==> src/design/tpuc_pkg.sv <==
// Shared types and constants for the packed pattern decoder.
package tpuc_pkg;

    typedef struct packed {
        logic       req_type;
        logic [7:0] data_byte;
    } t_in_word;

    typedef struct packed {
        logic       result_kind;
        logic [5:0] row_index;
        logic [4:0] channel_index;
        logic [6:0] note_out;
        logic [7:0] instrument_out;
        logic [7:0] volume_out;
        logic [5:0] effect_out;
        logic [7:0] effect_param_out;
        logic [4:0] highest_channel;
    } t_out_word;

    // Parse phases.
    typedef enum logic [2:0] {
        PH_MASK  = 3'd0,
        PH_NOTE  = 3'd1,
        PH_INSTR = 3'd2,
        PH_VOL   = 3'd3,
        PH_EFX   = 3'd4,
        PH_PARAM = 3'd5
    } t_phase;

    localparam logic [1:0] CFG_MAX_INSTRUMENT = 2'd0;
    localparam logic [1:0] CFG_NOTE_OFF_CODE  = 2'd1;

    // Per-channel memory contents read for one cell.
    typedef struct packed {
        logic [7:0] last_param;
        logic [7:0] last_effect;
        logic [7:0] last_vib;
        logic [7:0] last_porta;
    } t_chan_mem;

    // Held cell fields presented to the converter.
    typedef struct packed {
        logic [4:0] channel;
        logic [7:0] mask;
        logic [7:0] note;
        logic [7:0] instrument;
        logic [7:0] volume;
        logic [7:0] effect;
        logic [7:0] param;
        logic [5:0] row;
        logic [4:0] highest;
    } t_cell;

    // Memory write-back from the converter.
    typedef struct packed {
        logic       we_param;
        logic       we_vib;
        logic       we_effect;
        logic       we_porta;
        logic [7:0] param;
        logic [7:0] effect;
        logic [7:0] porta;
    } t_mem_upd;

endpackage

==> src/design/tpuc_convert.sv <==
// Combinational cell conversion: note, volume, effect remapping and memory update.
module tpuc_convert (
    input  tpuc_pkg::t_cell     i_cell,
    input  tpuc_pkg::t_chan_mem i_mem,
    input  logic [7:0]          i_max_instrument,
    input  logic [6:0]          i_note_off_code,
    output tpuc_pkg::t_out_word o_word,
    output tpuc_pkg::t_mem_upd  o_upd
);
    import tpuc_pkg::*;

    logic [7:0] e;
    logic [7:0] d0;
    logic [7:0] d;
    logic [7:0] dm;
    logic [7:0] note;
    logic [7:0] ins;
    logic [7:0] vol;
    logic [7:0] efx;
    logic       was_off;
    logic       fine;
    logic [3:0] hi;
    logic [8:0] note_calc;
    logic [8:0] dbl;

    always_comb begin
        e        = i_cell.effect;
        d0       = i_cell.param;
        note     = '0;
        ins      = '0;
        vol      = '0;
        efx      = '0;
        d        = '0;
        dm       = '0;
        was_off  = 1'b0;
        fine     = 1'b0;
        hi       = '0;
        dbl      = '0;
        note_calc = 9'd1 + {5'd0, i_cell.note[3:0]} + ({5'd0, i_cell.note[7:4]} * 9'd12);
        o_upd    = '0;

        // Note and instrument.
        if (i_cell.mask[5]) begin
            ins = (i_cell.instrument > i_max_instrument) ? 8'd0 : i_cell.instrument;
            if (i_cell.note == 8'd254) begin
                note    = {1'b0, i_note_off_code};
                was_off = 1'b1;
            end else if (i_cell.note == 8'd255) begin
                note = '0;
            end else begin
                note = (note_calc > 9'd96) ? 8'd0 : note_calc[7:0];
            end
        end
        // Volume column.
        if (i_cell.mask[6]) begin
            vol = (i_cell.volume <= 8'd64) ? i_cell.volume + 8'h10 : 8'd0;
        end
        // Effect with parameter memory.
        if (i_cell.mask[7]) begin
            efx = e;
            d   = d0;
            if (d0 != 8'd0) begin
                o_upd.we_param = 1'b1;
                o_upd.we_vib   = (e == 8'd8) || (e == 8'd21);
            end
            if (d0 == 8'd0 && e != 8'd7) begin
                if (e == 8'd8 || e == 8'd21) begin
                    dm = i_mem.last_vib;
                end else if ((e >= 8'd4 && e <= 8'd12) || (e >= 8'd17 && e <= 8'd19)) begin
                    dm = i_mem.last_param;
                end else begin
                    dm = 8'd0;
                end
                fine = (((e == 8'd5) || (e == 8'd6))
                        && ((dm[7:4] == 4'hF) || (dm[7:4] == 4'hE)))
                    || (((e == 8'd4) || (e == 8'd11))
                        && ((dm > 8'hF0) || ((dm[3:0] == 4'hF) && (dm[7:4] != 4'h0))));
                d = dm;
                if (e == i_mem.last_effect && e != 8'd10 && e != 8'd19 && !fine) begin
                    d = 8'd0;
                end
            end
            o_upd.we_effect = (e != 8'd0);

            case (e)
                8'd1: begin
                    efx = 8'h0F;
                    if (d == 8'd0) efx = 8'd0;
                    else if (d > 8'h1F) d = 8'h1F;
                end
                8'd2: efx = 8'h0B;
                8'd3: efx = 8'h0D;
                8'd4, 8'd11: begin
                    if (d > 8'hF0) begin
                        efx = 8'h0E;
                        d   = {4'hB, d[3:0]};
                        if (e == 8'd11 && vol == 8'd0) vol = 8'hB0;
                    end else if (d[3:0] == 4'hF && d[7:4] != 4'h0) begin
                        efx = 8'h0E;
                        d   = {4'hA, d[7:4]};
                        if (e == 8'd11 && vol == 8'd0) vol = 8'hB0;
                    end else begin
                        efx = (e == 8'd4) ? 8'h0A : 8'd6;
                        if (d[3:0] != 4'h0) d = {4'h0, d[3:0]};
                    end
                end
                8'd5, 8'd6: begin
                    if (d[7:4] >= 4'hE) begin
                        efx = (d[7:4] == 4'hE) ? 8'h21 : 8'h0E;
                        d   = {4'h0, d[3:0]} | ((e == 8'd5) ? 8'h20 : 8'h10);
                    end else begin
                        efx = 8'd7 - e;
                    end
                end
                8'd7: begin
                    efx = 8'd3;
                    if (ins != 8'd0 && ins != i_mem.last_porta) ins = i_mem.last_porta;
                end
                8'd8:  efx = 8'h04;
                8'd9:  efx = 8'h1D;
                8'd10: efx = 8'h00;
                8'd12: efx = 8'h05;
                8'd15: efx = 8'h09;
                8'd17: efx = 8'h1B;
                8'd18: efx = 8'h07;
                8'd19: begin
                    hi  = d[7:4];
                    efx = 8'h0E;
                    d   = {4'h0, d[3:0]};
                    case (hi)
                        4'h1: d = d | 8'h30;
                        4'h2: d = d | 8'h50;
                        4'h3: d = d | 8'h40;
                        4'h4: d = d | 8'h70;
                        4'h8: begin
                            efx = 8'd8;
                            d   = {d[3:0], d[3:0]};
                        end
                        4'hB: d = d | 8'h60;
                        4'hC: begin
                            d = d | 8'hC0;
                            if (d == 8'hC0) begin
                                efx = 8'd0;
                                d   = 8'd0;
                            end
                        end
                        4'hD: begin
                            d = d | 8'hD0;
                            if (note == 8'd0 || was_off) begin
                                efx = 8'd0;
                                d   = 8'd0;
                            end else if (d == 8'hD0) begin
                                note = 8'd0;
                                ins  = 8'd0;
                                vol  = 8'd0;
                                efx  = 8'd0;
                                d    = 8'd0;
                            end
                        end
                        4'hE: d = d | 8'hE0;
                        4'hF: d = d | 8'hF0;
                        default: begin
                            efx = 8'd0;
                            d   = 8'd0;
                        end
                    endcase
                end
                8'd20: begin
                    efx = 8'h0F;
                    if (d < 8'h21) begin
                        efx = 8'd0;
                        d   = 8'd0;
                    end
                end
                8'd22: begin
                    if (d > 8'h40) begin
                        efx = 8'd0;
                        d   = 8'd0;
                    end else begin
                        efx = 8'h10;
                    end
                end
                8'd24: begin
                    if (d > 8'h80) begin
                        efx = 8'd0;
                        d   = 8'd0;
                    end else begin
                        efx = 8'd8;
                        dbl = {d, 1'b0};
                        d   = (dbl > 9'd255) ? 8'd255 : dbl[7:0];
                    end
                end
                default: begin
                    efx = 8'd0;
                    d   = 8'd0;
                end
            endcase
        end
        o_upd.we_porta = (ins != 8'd0) && (efx != 8'd3);
        o_upd.param    = d0;
        o_upd.effect   = e;
        o_upd.porta    = ins;

        o_word.result_kind      = 1'b0;
        o_word.row_index        = i_cell.row;
        o_word.channel_index    = i_cell.channel;
        o_word.note_out         = note[6:0];
        o_word.instrument_out   = ins;
        o_word.volume_out       = vol;
        o_word.effect_out       = efx[5:0];
        o_word.effect_param_out = d;
        o_word.highest_channel  = i_cell.highest;
    end

endmodule

==> src/design/tracker_pattern_unpack_convert.sv <==
// Top level of the packed pattern decoder: parser, channel memories and result register.
// Words that complete a cell or end the pattern give registered results. One word per cycle
// while o_stall is low; the only loop is a single channel memory read-modify-write.
// The result register is a two-entry skid stage, so input is taken while a result waits.
// Reset (synchronous, active low) clears parse state, row count, highest channel,
// configuration registers to defaults and the per-channel memory valid bits.
module tracker_pattern_unpack_convert #(
    parameter int NUM_CHANNELS     = 32,
    parameter int ROWS_PER_PATTERN = 64
) (
    input  logic                i_clk,
    input  logic                i_rst_n,
    input  logic                i_valid,
    output logic                o_stall,
    input  tpuc_pkg::t_in_word  i_data,
    output logic                o_valid,
    input  logic                i_stall,
    output tpuc_pkg::t_out_word o_data,
    input  logic                i_cfg_we,
    input  logic [0:0]          i_cfg_index,
    input  logic [7:0]          i_cfg_data
);
    import tpuc_pkg::*;

    localparam int CW = (NUM_CHANNELS > 1) ? $clog2(NUM_CHANNELS) : 1;

    logic [7:0]  r_max_ins;
    logic [6:0]  r_off_code;
    t_phase      r_phase;
    logic [7:0]  r_mask, r_note, r_ins, r_vol, r_efx;
    logic [4:0]  r_chan;
    logic [6:0]  r_row;
    logic        r_done;
    logic [4:0]  r_high;
    logic [NUM_CHANNELS-1:0] r_mvalid;
    logic [7:0]  r_m_param  [NUM_CHANNELS];
    logic [7:0]  r_m_effect [NUM_CHANNELS];
    logic [7:0]  r_m_vib    [NUM_CHANNELS];
    logic [7:0]  r_m_porta  [NUM_CHANNELS];

    // Output skid: main and spare entry.
    logic        r_ov, r_sv;
    t_out_word   r_od, r_sd;

    logic        acc;
    logic        start;
    logic [7:0]  b;
    t_phase      n_phase;
    logic [7:0]  n_mask, n_note, n_ins, n_vol, n_efx;
    logic [4:0]  n_chan;
    logic [4:0]  n_high;
    logic        emit_cell, emit_end;
    logic        chan_ok;
    logic [7:0]  row_inc;
    t_cell       held_cell;
    t_chan_mem   mem_rd;
    t_out_word   cell_word, res_word;
    t_mem_upd    upd;
    logic [CW-1:0] ci;

    assign o_stall = r_sv;
    assign acc     = i_valid && !o_stall;
    assign start   = i_data.req_type;
    assign b       = i_data.data_byte;
    assign row_inc = {1'b0, r_row} + 8'd1;

    // Phase sequencing and field capture.
    always_comb begin
        n_phase   = r_phase;
        n_mask    = r_mask;
        n_chan    = r_chan;
        n_note    = r_note;
        n_ins     = r_ins;
        n_vol     = r_vol;
        n_efx     = r_efx;
        n_high    = r_high;
        emit_cell = 1'b0;
        emit_end  = 1'b0;
        case (r_phase)
            PH_MASK: begin
                if (b == 8'd0) begin
                    emit_end = (row_inc >= 8'(ROWS_PER_PATTERN));
                end else begin
                    n_mask = b;
                    n_chan = b[4:0];
                    if ({3'd0, b[4:0]} < 8'(NUM_CHANNELS) && b[4:0] > r_high) n_high = b[4:0];
                    if (b[5])      n_phase = PH_NOTE;
                    else if (b[6]) n_phase = PH_VOL;
                    else if (b[7]) n_phase = PH_EFX;
                    else           n_phase = PH_MASK;
                end
            end
            PH_NOTE: begin
                n_note  = b;
                n_phase = PH_INSTR;
            end
            PH_INSTR: begin
                n_ins = b;
                if (r_mask[6])      n_phase = PH_VOL;
                else if (r_mask[7]) n_phase = PH_EFX;
                else                n_phase = PH_MASK;
            end
            PH_VOL: begin
                n_vol   = b;
                n_phase = r_mask[7] ? PH_EFX : PH_MASK;
            end
            PH_EFX: begin
                n_efx   = b;
                n_phase = PH_PARAM;
            end
            PH_PARAM: n_phase = PH_MASK;
            default:  n_phase = PH_MASK;
        endcase
        chan_ok   = ({3'd0, n_chan} < 8'(NUM_CHANNELS));
        emit_cell = (n_phase == PH_MASK) && !(r_phase == PH_MASK && b == 8'd0) && chan_ok;
    end

    // Channel memory read; entries not written since start read as zero.
    assign ci = n_chan[CW-1:0];
    always_comb begin
        if (r_mvalid[ci]) begin
            mem_rd.last_param  = r_m_param[ci];
            mem_rd.last_effect = r_m_effect[ci];
            mem_rd.last_vib    = r_m_vib[ci];
            mem_rd.last_porta  = r_m_porta[ci];
        end else begin
            mem_rd = '0;
        end
        held_cell.channel    = n_chan;
        held_cell.mask       = n_mask;
        held_cell.note       = n_note;
        held_cell.instrument = n_ins;
        held_cell.volume     = n_vol;
        held_cell.effect     = n_efx;
        held_cell.param      = b;
        held_cell.row        = r_row[5:0];
        held_cell.highest    = n_high;
    end

    tpuc_convert u_conv (
        .i_cell           (held_cell),
        .i_mem            (mem_rd),
        .i_max_instrument (r_max_ins),
        .i_note_off_code  (r_off_code),
        .o_word           (cell_word),
        .o_upd            (upd)
    );

    always_comb begin
        if (emit_end) begin
            res_word                 = '0;
            res_word.result_kind     = 1'b1;
            res_word.highest_channel = r_high;
        end else begin
            res_word = cell_word;
        end
    end

    // Configuration, parser state and memories.
    always_ff @(posedge i_clk) begin
        if (!i_rst_n) begin
            r_max_ins  <= 8'd128;
            r_off_code <= 7'd97;
            r_phase    <= PH_MASK;
            r_mask     <= '0;
            r_chan     <= '0;
            r_note     <= '0;
            r_ins      <= '0;
            r_vol      <= '0;
            r_efx      <= '0;
            r_row      <= '0;
            r_done     <= 1'b0;
            r_high     <= '0;
            r_mvalid   <= '0;
        end else begin
            if (i_cfg_we) begin
                case (i_cfg_index)
                    CFG_MAX_INSTRUMENT[0:0]: r_max_ins  <= i_cfg_data;
                    CFG_NOTE_OFF_CODE[0:0]:  r_off_code <= i_cfg_data[6:0];
                    default: ;
                endcase
            end
            if (acc) begin
                if (start) begin
                    r_phase  <= PH_MASK;
                    r_mask   <= '0;
                    r_chan   <= '0;
                    r_note   <= '0;
                    r_ins    <= '0;
                    r_vol    <= '0;
                    r_efx    <= '0;
                    r_row    <= '0;
                    r_done   <= 1'b0;
                    r_mvalid <= '0;
                end else if (!r_done) begin
                    r_phase <= n_phase;
                    r_mask  <= n_mask;
                    r_chan  <= n_chan;
                    r_note  <= n_note;
                    r_ins   <= n_ins;
                    r_vol   <= n_vol;
                    r_efx   <= n_efx;
                    r_high  <= n_high;
                    if (r_phase == PH_MASK && b == 8'd0) begin
                        r_row <= row_inc[6:0];
                        if (emit_end) r_done <= 1'b1;
                    end
                    if (emit_cell) begin
                        r_mvalid[ci] <= 1'b1;
                    end
                end
            end
        end
    end

    // Memory data, merged with read value so a fresh entry starts from zero.
    always_ff @(posedge i_clk) begin
        if (acc && !start && !r_done && emit_cell) begin
            r_m_param[ci]  <= upd.we_param  ? upd.param  : mem_rd.last_param;
            r_m_vib[ci]    <= upd.we_vib    ? upd.param  : mem_rd.last_vib;
            r_m_effect[ci] <= upd.we_effect ? upd.effect : mem_rd.last_effect;
            r_m_porta[ci]  <= upd.we_porta  ? upd.porta  : mem_rd.last_porta;
        end
    end

    // Result skid register.
    logic push;
    assign push = acc && !start && !r_done && (emit_cell || emit_end);

    always_ff @(posedge i_clk) begin
        if (!i_rst_n) begin
            r_ov <= 1'b0;
            r_sv <= 1'b0;
        end else begin
            if (!r_ov || !i_stall) begin
                if (r_sv) begin
                    r_ov <= 1'b1;
                    r_sv <= 1'b0;
                end else begin
                    r_ov <= push;
                end
            end else if (push) begin
                r_sv <= 1'b1;
            end
        end
    end

    always_ff @(posedge i_clk) begin
        if (!r_ov || !i_stall) begin
            r_od <= r_sv ? r_sd : res_word;
        end
        if (push && r_ov && i_stall) begin
            r_sd <= res_word;
        end
    end

    assign o_valid = r_ov;
    assign o_data  = r_od;

    // A finished pattern keeps its row count.
    a_done_row: assert property (@(posedge i_clk) disable iff (!i_rst_n)
        r_done && !(acc && start) |=> r_done && $stable(r_row))
        else $error("row count moved after pattern end");
    // The spare entry is only used while the main entry is full.
    a_skid: assert property (@(posedge i_clk) disable iff (!i_rst_n)
        r_sv |-> r_ov)
        else $error("spare result without main result");
    // Cell and pattern end never coincide.
    a_excl: assert property (@(posedge i_clk) disable iff (!i_rst_n)
        !(emit_end && emit_cell))
        else $error("cell and pattern end at once");

endmodule
==> config.mk <==
export PLATFORM = sky130hd
export DESIGN_NAME = tracker_pattern_unpack_convert
export DESIGN_NICKNAME = d
export VERILOG_FILES = /design/src/design/tpuc_pkg.sv /design/src/design/tpuc_convert.sv /design/src/design/tracker_pattern_unpack_convert.sv
export SDC_FILE = /design/constraint.sdc
export NUM_CORES = 2
export LEC_CHECK = 0
export BUFFER_PORTS_ARGS = -buffer_cell sky130_fd_sc_hd__buf_2
export CAP_MARGIN = 20
export CELL_PAD_IN_SITES_DETAIL_PLACEMENT = 0
export CELL_PAD_IN_SITES_GLOBAL_PLACEMENT = 2
export CORE_UTILIZATION = 30
export CTS_BUF_LIST = sky130_fd_sc_hd__clkbuf_8 sky130_fd_sc_hd__clkbuf_16
export CTS_CLUSTER_DIAMETER = 80
export DETAILED_ROUTE_END_ITERATION = 10
export GPL_ROUTABILITY_DRIVEN = 0
export PLACE_DENSITY_LB_ADDON = 0.1
export RECOVER_POWER = 25
export SETUP_SLACK_MARGIN = 0.4
export SLEW_MARGIN = 30
export SYNTH_ARGS = -nofsm -noshare
export SYNTH_HDL_FRONTEND = slang
export SYNTH_HIERARCHICAL = 1
export SYNTH_SLANG_ARGS = --single-unit
export TNS_END_PERCENT = 1
==> constraint.sdc <==
create_clock -name i_clk -period 9.2 [get_ports i_clk]
set_input_delay 0.92 -clock i_clk [delete_from_list [all_inputs] [get_ports i_clk]]
set_output_delay 0.92 -clock i_clk [all_outputs]
set_load 0.005 [all_outputs]
== Yosys cells after proc, flatten, opt, wreduce, memory -nomap -nowiden ==
Memories as Yosys holds them, arrays and structs flattened.
Index checks and enable logic that the tools add are counted.

* Mux-type cells: 127
* $mul: 1
* Div/mod/pow operators: 0
* Shift operators: 0
* Equal/unequal tests: 47
* Bitwise operators: 6
* Reductions and logical operators: 67
* Magnitude comparators: 19
* Add/subtract/negate cells: 5

{| class="wikitable"
|+ Operators by type and width
! cell !! count
|-
| $mux W8 || 66
|-
| $mux W32 || 4
|-
| $pmux W8 S16 || 1
|-
| $mux W54 || 2
|-
| $pmux W8 S10 || 1
|-
| $pmux W8 S8 || 1
|-
| $eq A8 B5 Y1 const B || 7
|-
| $mux W7 || 8
|-
| $eq A8 B4 Y1 const B || 6
|-
| $eq A4 B4 Y1 const B || 10
|-
| $mux W5 || 8
|-
| $eq A8 B3 Y1 const B || 4
|-
| $logic_not A8 Y1 || 4
|-
| $or A32 B32 Y32 || 1
|-
| $pmux W8 S2 || 2
|-
| $pmux W8 S4 || 1
|-
| $reduce_bool A8 Y1 || 4
|-
| $mux W3 || 9
|-
| $gt A8 B8 Y1 const B || 3
|-
| $logic_and A1 B1 Y1 || 23
|-
| $mux W4 || 5
|-
| $eq A8 B2 Y1 const B || 2
|-
| $eq A8 B8 Y1 const B || 2
|-
| $pmux W3 S5 || 1
|-
| 54 further kinds || 97
|}

* Register bits: 213
* Output and inout port bits: 56
* Latch bits: 0
* Bits in read-only memories: 0
* Memories kept: 4
* Bits of input ports: 23
* Word-level logic and storage cells: 309
* Bits in writable memories: 1024

{| class="wikitable"
|+ Memories
! name !! words !! bits a word !! rd ports !! clocked after Yosys merged registers in !! write ports !! RTL line !! RTL
|-
| r_m_effect || 32 || 8 || 1 || 0 || 1 || tracker_pattern_unpack_convert.sv:37 || <nowiki>logic [7:0] r_m_effect [NUM_CHANNELS];</nowiki>
|-
| r_m_param || 32 || 8 || 1 || 0 || 1 || tracker_pattern_unpack_convert.sv:36 || <nowiki>logic [7:0] r_m_param [NUM_CHANNELS];</nowiki>
|-
| r_m_porta || 32 || 8 || 1 || 0 || 1 || tracker_pattern_unpack_convert.sv:39 || <nowiki>logic [7:0] r_m_porta [NUM_CHANNELS];</nowiki>
|-
| r_m_vib || 32 || 8 || 1 || 0 || 1 || tracker_pattern_unpack_convert.sv:38 || <nowiki>logic [7:0] r_m_vib [NUM_CHANNELS];</nowiki>
|}

== Depth between registers and ports, before layout ==
* Depth after elaboration: 29
* Mapped depth: 29
* Mapped depth without buffers: 22

== Cells and area by module ==
The synthesis kept the hierarchy.

{| class="wikitable"
|+ Modules (own cells, without submodules)
! module !! area an instance (µm²) !! cells each !! instances
|-
| tracker_pattern_unpack_convert || 54974.0 || 4273 || 1
|-
| tpuc_convert || 3686.0 || 578 || 1
|}

== Least setup slack after synthesis ==
No wires, ideal clock.

* Path type: in2reg
* Start point: in i_data[1] in the netlist's numbering
* End point: mem r_m_porta[0][7] (data pin)
* Stages on the path: 21
* Setup time: 0.467 ns
* Arrival: 7.697 ns
* Data required time: 8.733 ns
* Setup slack: 1.036 ns
* Cell sequence: buf_2 -> or4_4 -> o21ai_4 -> a21oi_2 -> o311ai_0 -> o22ai_1 -> nor4_4 -> buf_4 -> nor2_1 -> or4_1 -> and4_1 -> o2111ai_1 -> nand3_2 -> a21boi_0 -> nand2_1 -> a22oi_1 -> nor3_1 -> nor4bb_1 -> a22oi_1 -> buf_1 -> o31ai_1

{| class="wikitable"
|+ RTL lines
! item !! RTL line !! RTL
|-
| from (decl) || tracker_pattern_unpack_convert.sv:15 || <nowiki>input tpuc_pkg::t_in_word i_data,</nowiki>
|-
| to (decl) || tracker_pattern_unpack_convert.sv:39 ||
|}

==> results.sh <==
export IMPL_setup_viol=0
export IMPL_layout_setup_ws_ns=0.891
export IMPL_worstPathRequired_ns=9.78
export IMPL_r2r_cells=26
export IMPL_post_drt_wl_per_cell_um=29.8
export IMPL_fin_crit_sh_pct=90.3
export IMPL_drtIter0Drc=3344
export IMPL_nNetsFinal=4881
export IMPL_die_width_um=443
export IMPL_period_needed_ns=8.31
export IMPL_max_freq_mhz=120
export IMPL_timing_rr_start="r_phase[2]"
export IMPL_drt_pre_antenna_iters=6
export IMPL_utilization_pct=35.0
export IMPL_clock_root_buffer="clkbuf_16"
export IMPL_path_max_fanout=36
export IMPL_worstSkewPairLatency_ns=0.82
export IMPL_busiest_layer="met2"
export IMPL_fin_tns_setup_ns=0
export IMPL_final_common_cell="edfxtp_1"
export IMPL_core_sq_um=193000
export IMPL_syn_area_sq_um=58500
export IMPL_grt_setup_unrepaired="false"
export IMPL_start_util_pct=30.3
export IMPL_cts_resized=0
export IMPL_cts_tree="yes"
export IMPL_antenna_found_initial=4
export IMPL_drc=0
export IMPL_syn_area_per_cell_sq_um=12.1
export IMPL_dp_hpwl_um=128000
export IMPL_fin_area_sq_um=67500
export IMPL_fill_cells=19100
export IMPL_clockBufferDepth=3
export IMPL_synth_nets=4881
export IMPL_grt_pass1_wl_um=317000
export IMPL_vdd_drop_max_v=0.000119
export IMPL_cts_sinks=1237
export IMPL_use_met1_pct=31.8
export IMPL_grt_pass1_vias=40800
export IMPL_place_area_sq_um=63200
export IMPL_fin_skew_ns=0.0313
export IMPL_use_met3_pct=2.87
export IMPL_route_vias_total=41200
export IMPL_violations="max-capacitance violations, max-slew violations"
export IMPL_power_mw=13.7
export IMPL_synthToLayoutAreaGrowth_pct=15.5
export IMPL_cp_endpoint="r_m_porta[1][2]"
export IMPL_pin_count=79
export IMPL_endpoint_kind="flop"
export IMPL_ctsHoldBuffers=0
export IMPL_crit_top_cell="buf_4"
export IMPL_outcome="finished with violations"
export IMPL_grt_overflow=0
export IMPL_min_delay_path_class="in -> reg"
export IMPL_hold_violations=0
export IMPL_r2r_end="r_m_porta[1][2]"
export IMPL_syn_inst=4829
export IMPL_die_h_um=443
export IMPL_max_slew_margin_rel_pct=-154
export IMPL_drv_slew=414
export IMPL_cpPeakStageDelay_ns=0.77
export IMPL_crit_start="i_data[1]"
export IMPL_cp_arrival_ns=8.89
export IMPL_grt_max_degree=183
export IMPL_worst_slew_pin_slew_ns=3.81
export IMPL_critPathLaunchType="input port"
export IMPL_r2r_slack_ns=1.08
export IMPL_detail_route_antenna_nets=0
export IMPL_cts_setup_buffers=0
export IMPL_maxCapViolations=17
export IMPL_num_rows=161
export IMPL_ys_warnings_count=6
export IMPL_cts_htree_levels=4
export IMPL_totalWireLength_um=223000
export IMPL_p_leak_nw=23.6
export IMPL_numCtsBuffers=154
export IMPL_layout_drive_gt1_share_pct=13.4
export IMPL_clk_pin_slew_ns=0.06
export IMPL_die_area_sq_um=197000
export IMPL_layout_common_cells="edfxtp_1, inv_1, o21ai_0"
export IMPL_critical_path_slowest_cell="or4_1"
export IMPL_timing_worst_setup_path_type="in -> reg"
export IMPL_port_buffers=78
export IMPL_dpl_worst_slack_ns=0.753
export IMPL_vias_per_cell=5.51
export IMPL_power_density_nw_per_um2=202
export IMPL_grt_use_met2_pct=35.2
export IMPL_grt_usage_pct=22.2
## per-layer routing
layer	vias to the layer above	wire (um)
li1	18600	-
met5	-	11
met3	258	9830
met4	2	4750
met2	1070	104000
met1	21200	105000
## worst max-delay path, delay by kind of cell
kind,cells,cell delay (ns)
simple gates,10,3.04
buf+inv,8,2.36
compound gates,9,2.23
xor+xnor,1,0.24
## power by group
group | leakage (nW) | internal [mW] | switching [mW]
Combinational | 9.76 | 0.492 | 1.13
Sequential | 11.4 | 6.29 | 0.0139
Clock | 2.46 | 3.25 | 2.49
Total | 23.6 | 10.0 | 3.63
## area by class of cell
cell class	instances	area, sq um	area share [%]
Inverter	491	1850	2.74
Clock inverter	116	773	1.15
Sequential cell	1237	36100	53.5
Clock buffer	159	3950	5.85
Timing Repair Buffer	322	2740	4.06
Multi-Input combinational cell	2623	18900	28.0
Antenna cell	5	12.5	0.0185
Tap cell	2526	3160	4.68
## state kept, by name, indices dropped and copies added, names as in the netlist
name / cells
r_off_code: 7
r_done: 1
r_m_vib: 256
r_m_porta: 256
r_phase: 3
r_vol: 8
r_sd: 54
r_m_param: 256
o_data: 54
r_mask: 3
r_row: 7
r_chan: 5
o_stall: 1
r_high: 5
o_valid: 1
r_max_ins: 8
r_mvalid: 32
r_m_effect: 256
r_ins: 8
r_efx: 8
r_note: 8
## worst min-delay path by stage
stage,start,end,slack (ns),cells past startpoint
2_1_floorplan,r_mvalid[12],r_mvalid[12],0.43,2
3_3_place_gp,r_mvalid[18],r_mvalid[18],0.44,1
3_5_place_dp,r_mvalid[10],r_mvalid[10],0.45,1
4_1_cts,i_cfg_data[7],r_max_ins[7],0.26,3
5_1_grt,i_cfg_data[7],r_max_ins[7],0.29,3
6_report,i_cfg_data[7],r_max_ins[7],0.34,3
## per-stage QoR
step | hold slack, ns | std cells
floorplan | 0.429 | 4829
global placement | 0.444 | 7176
detailed placement | 0.447 | 7198
CTS | 0.260 | 7473
global route | 0.294 | 7475
finish | 0.337 | 7479
(Power assumes the default switching activity.)
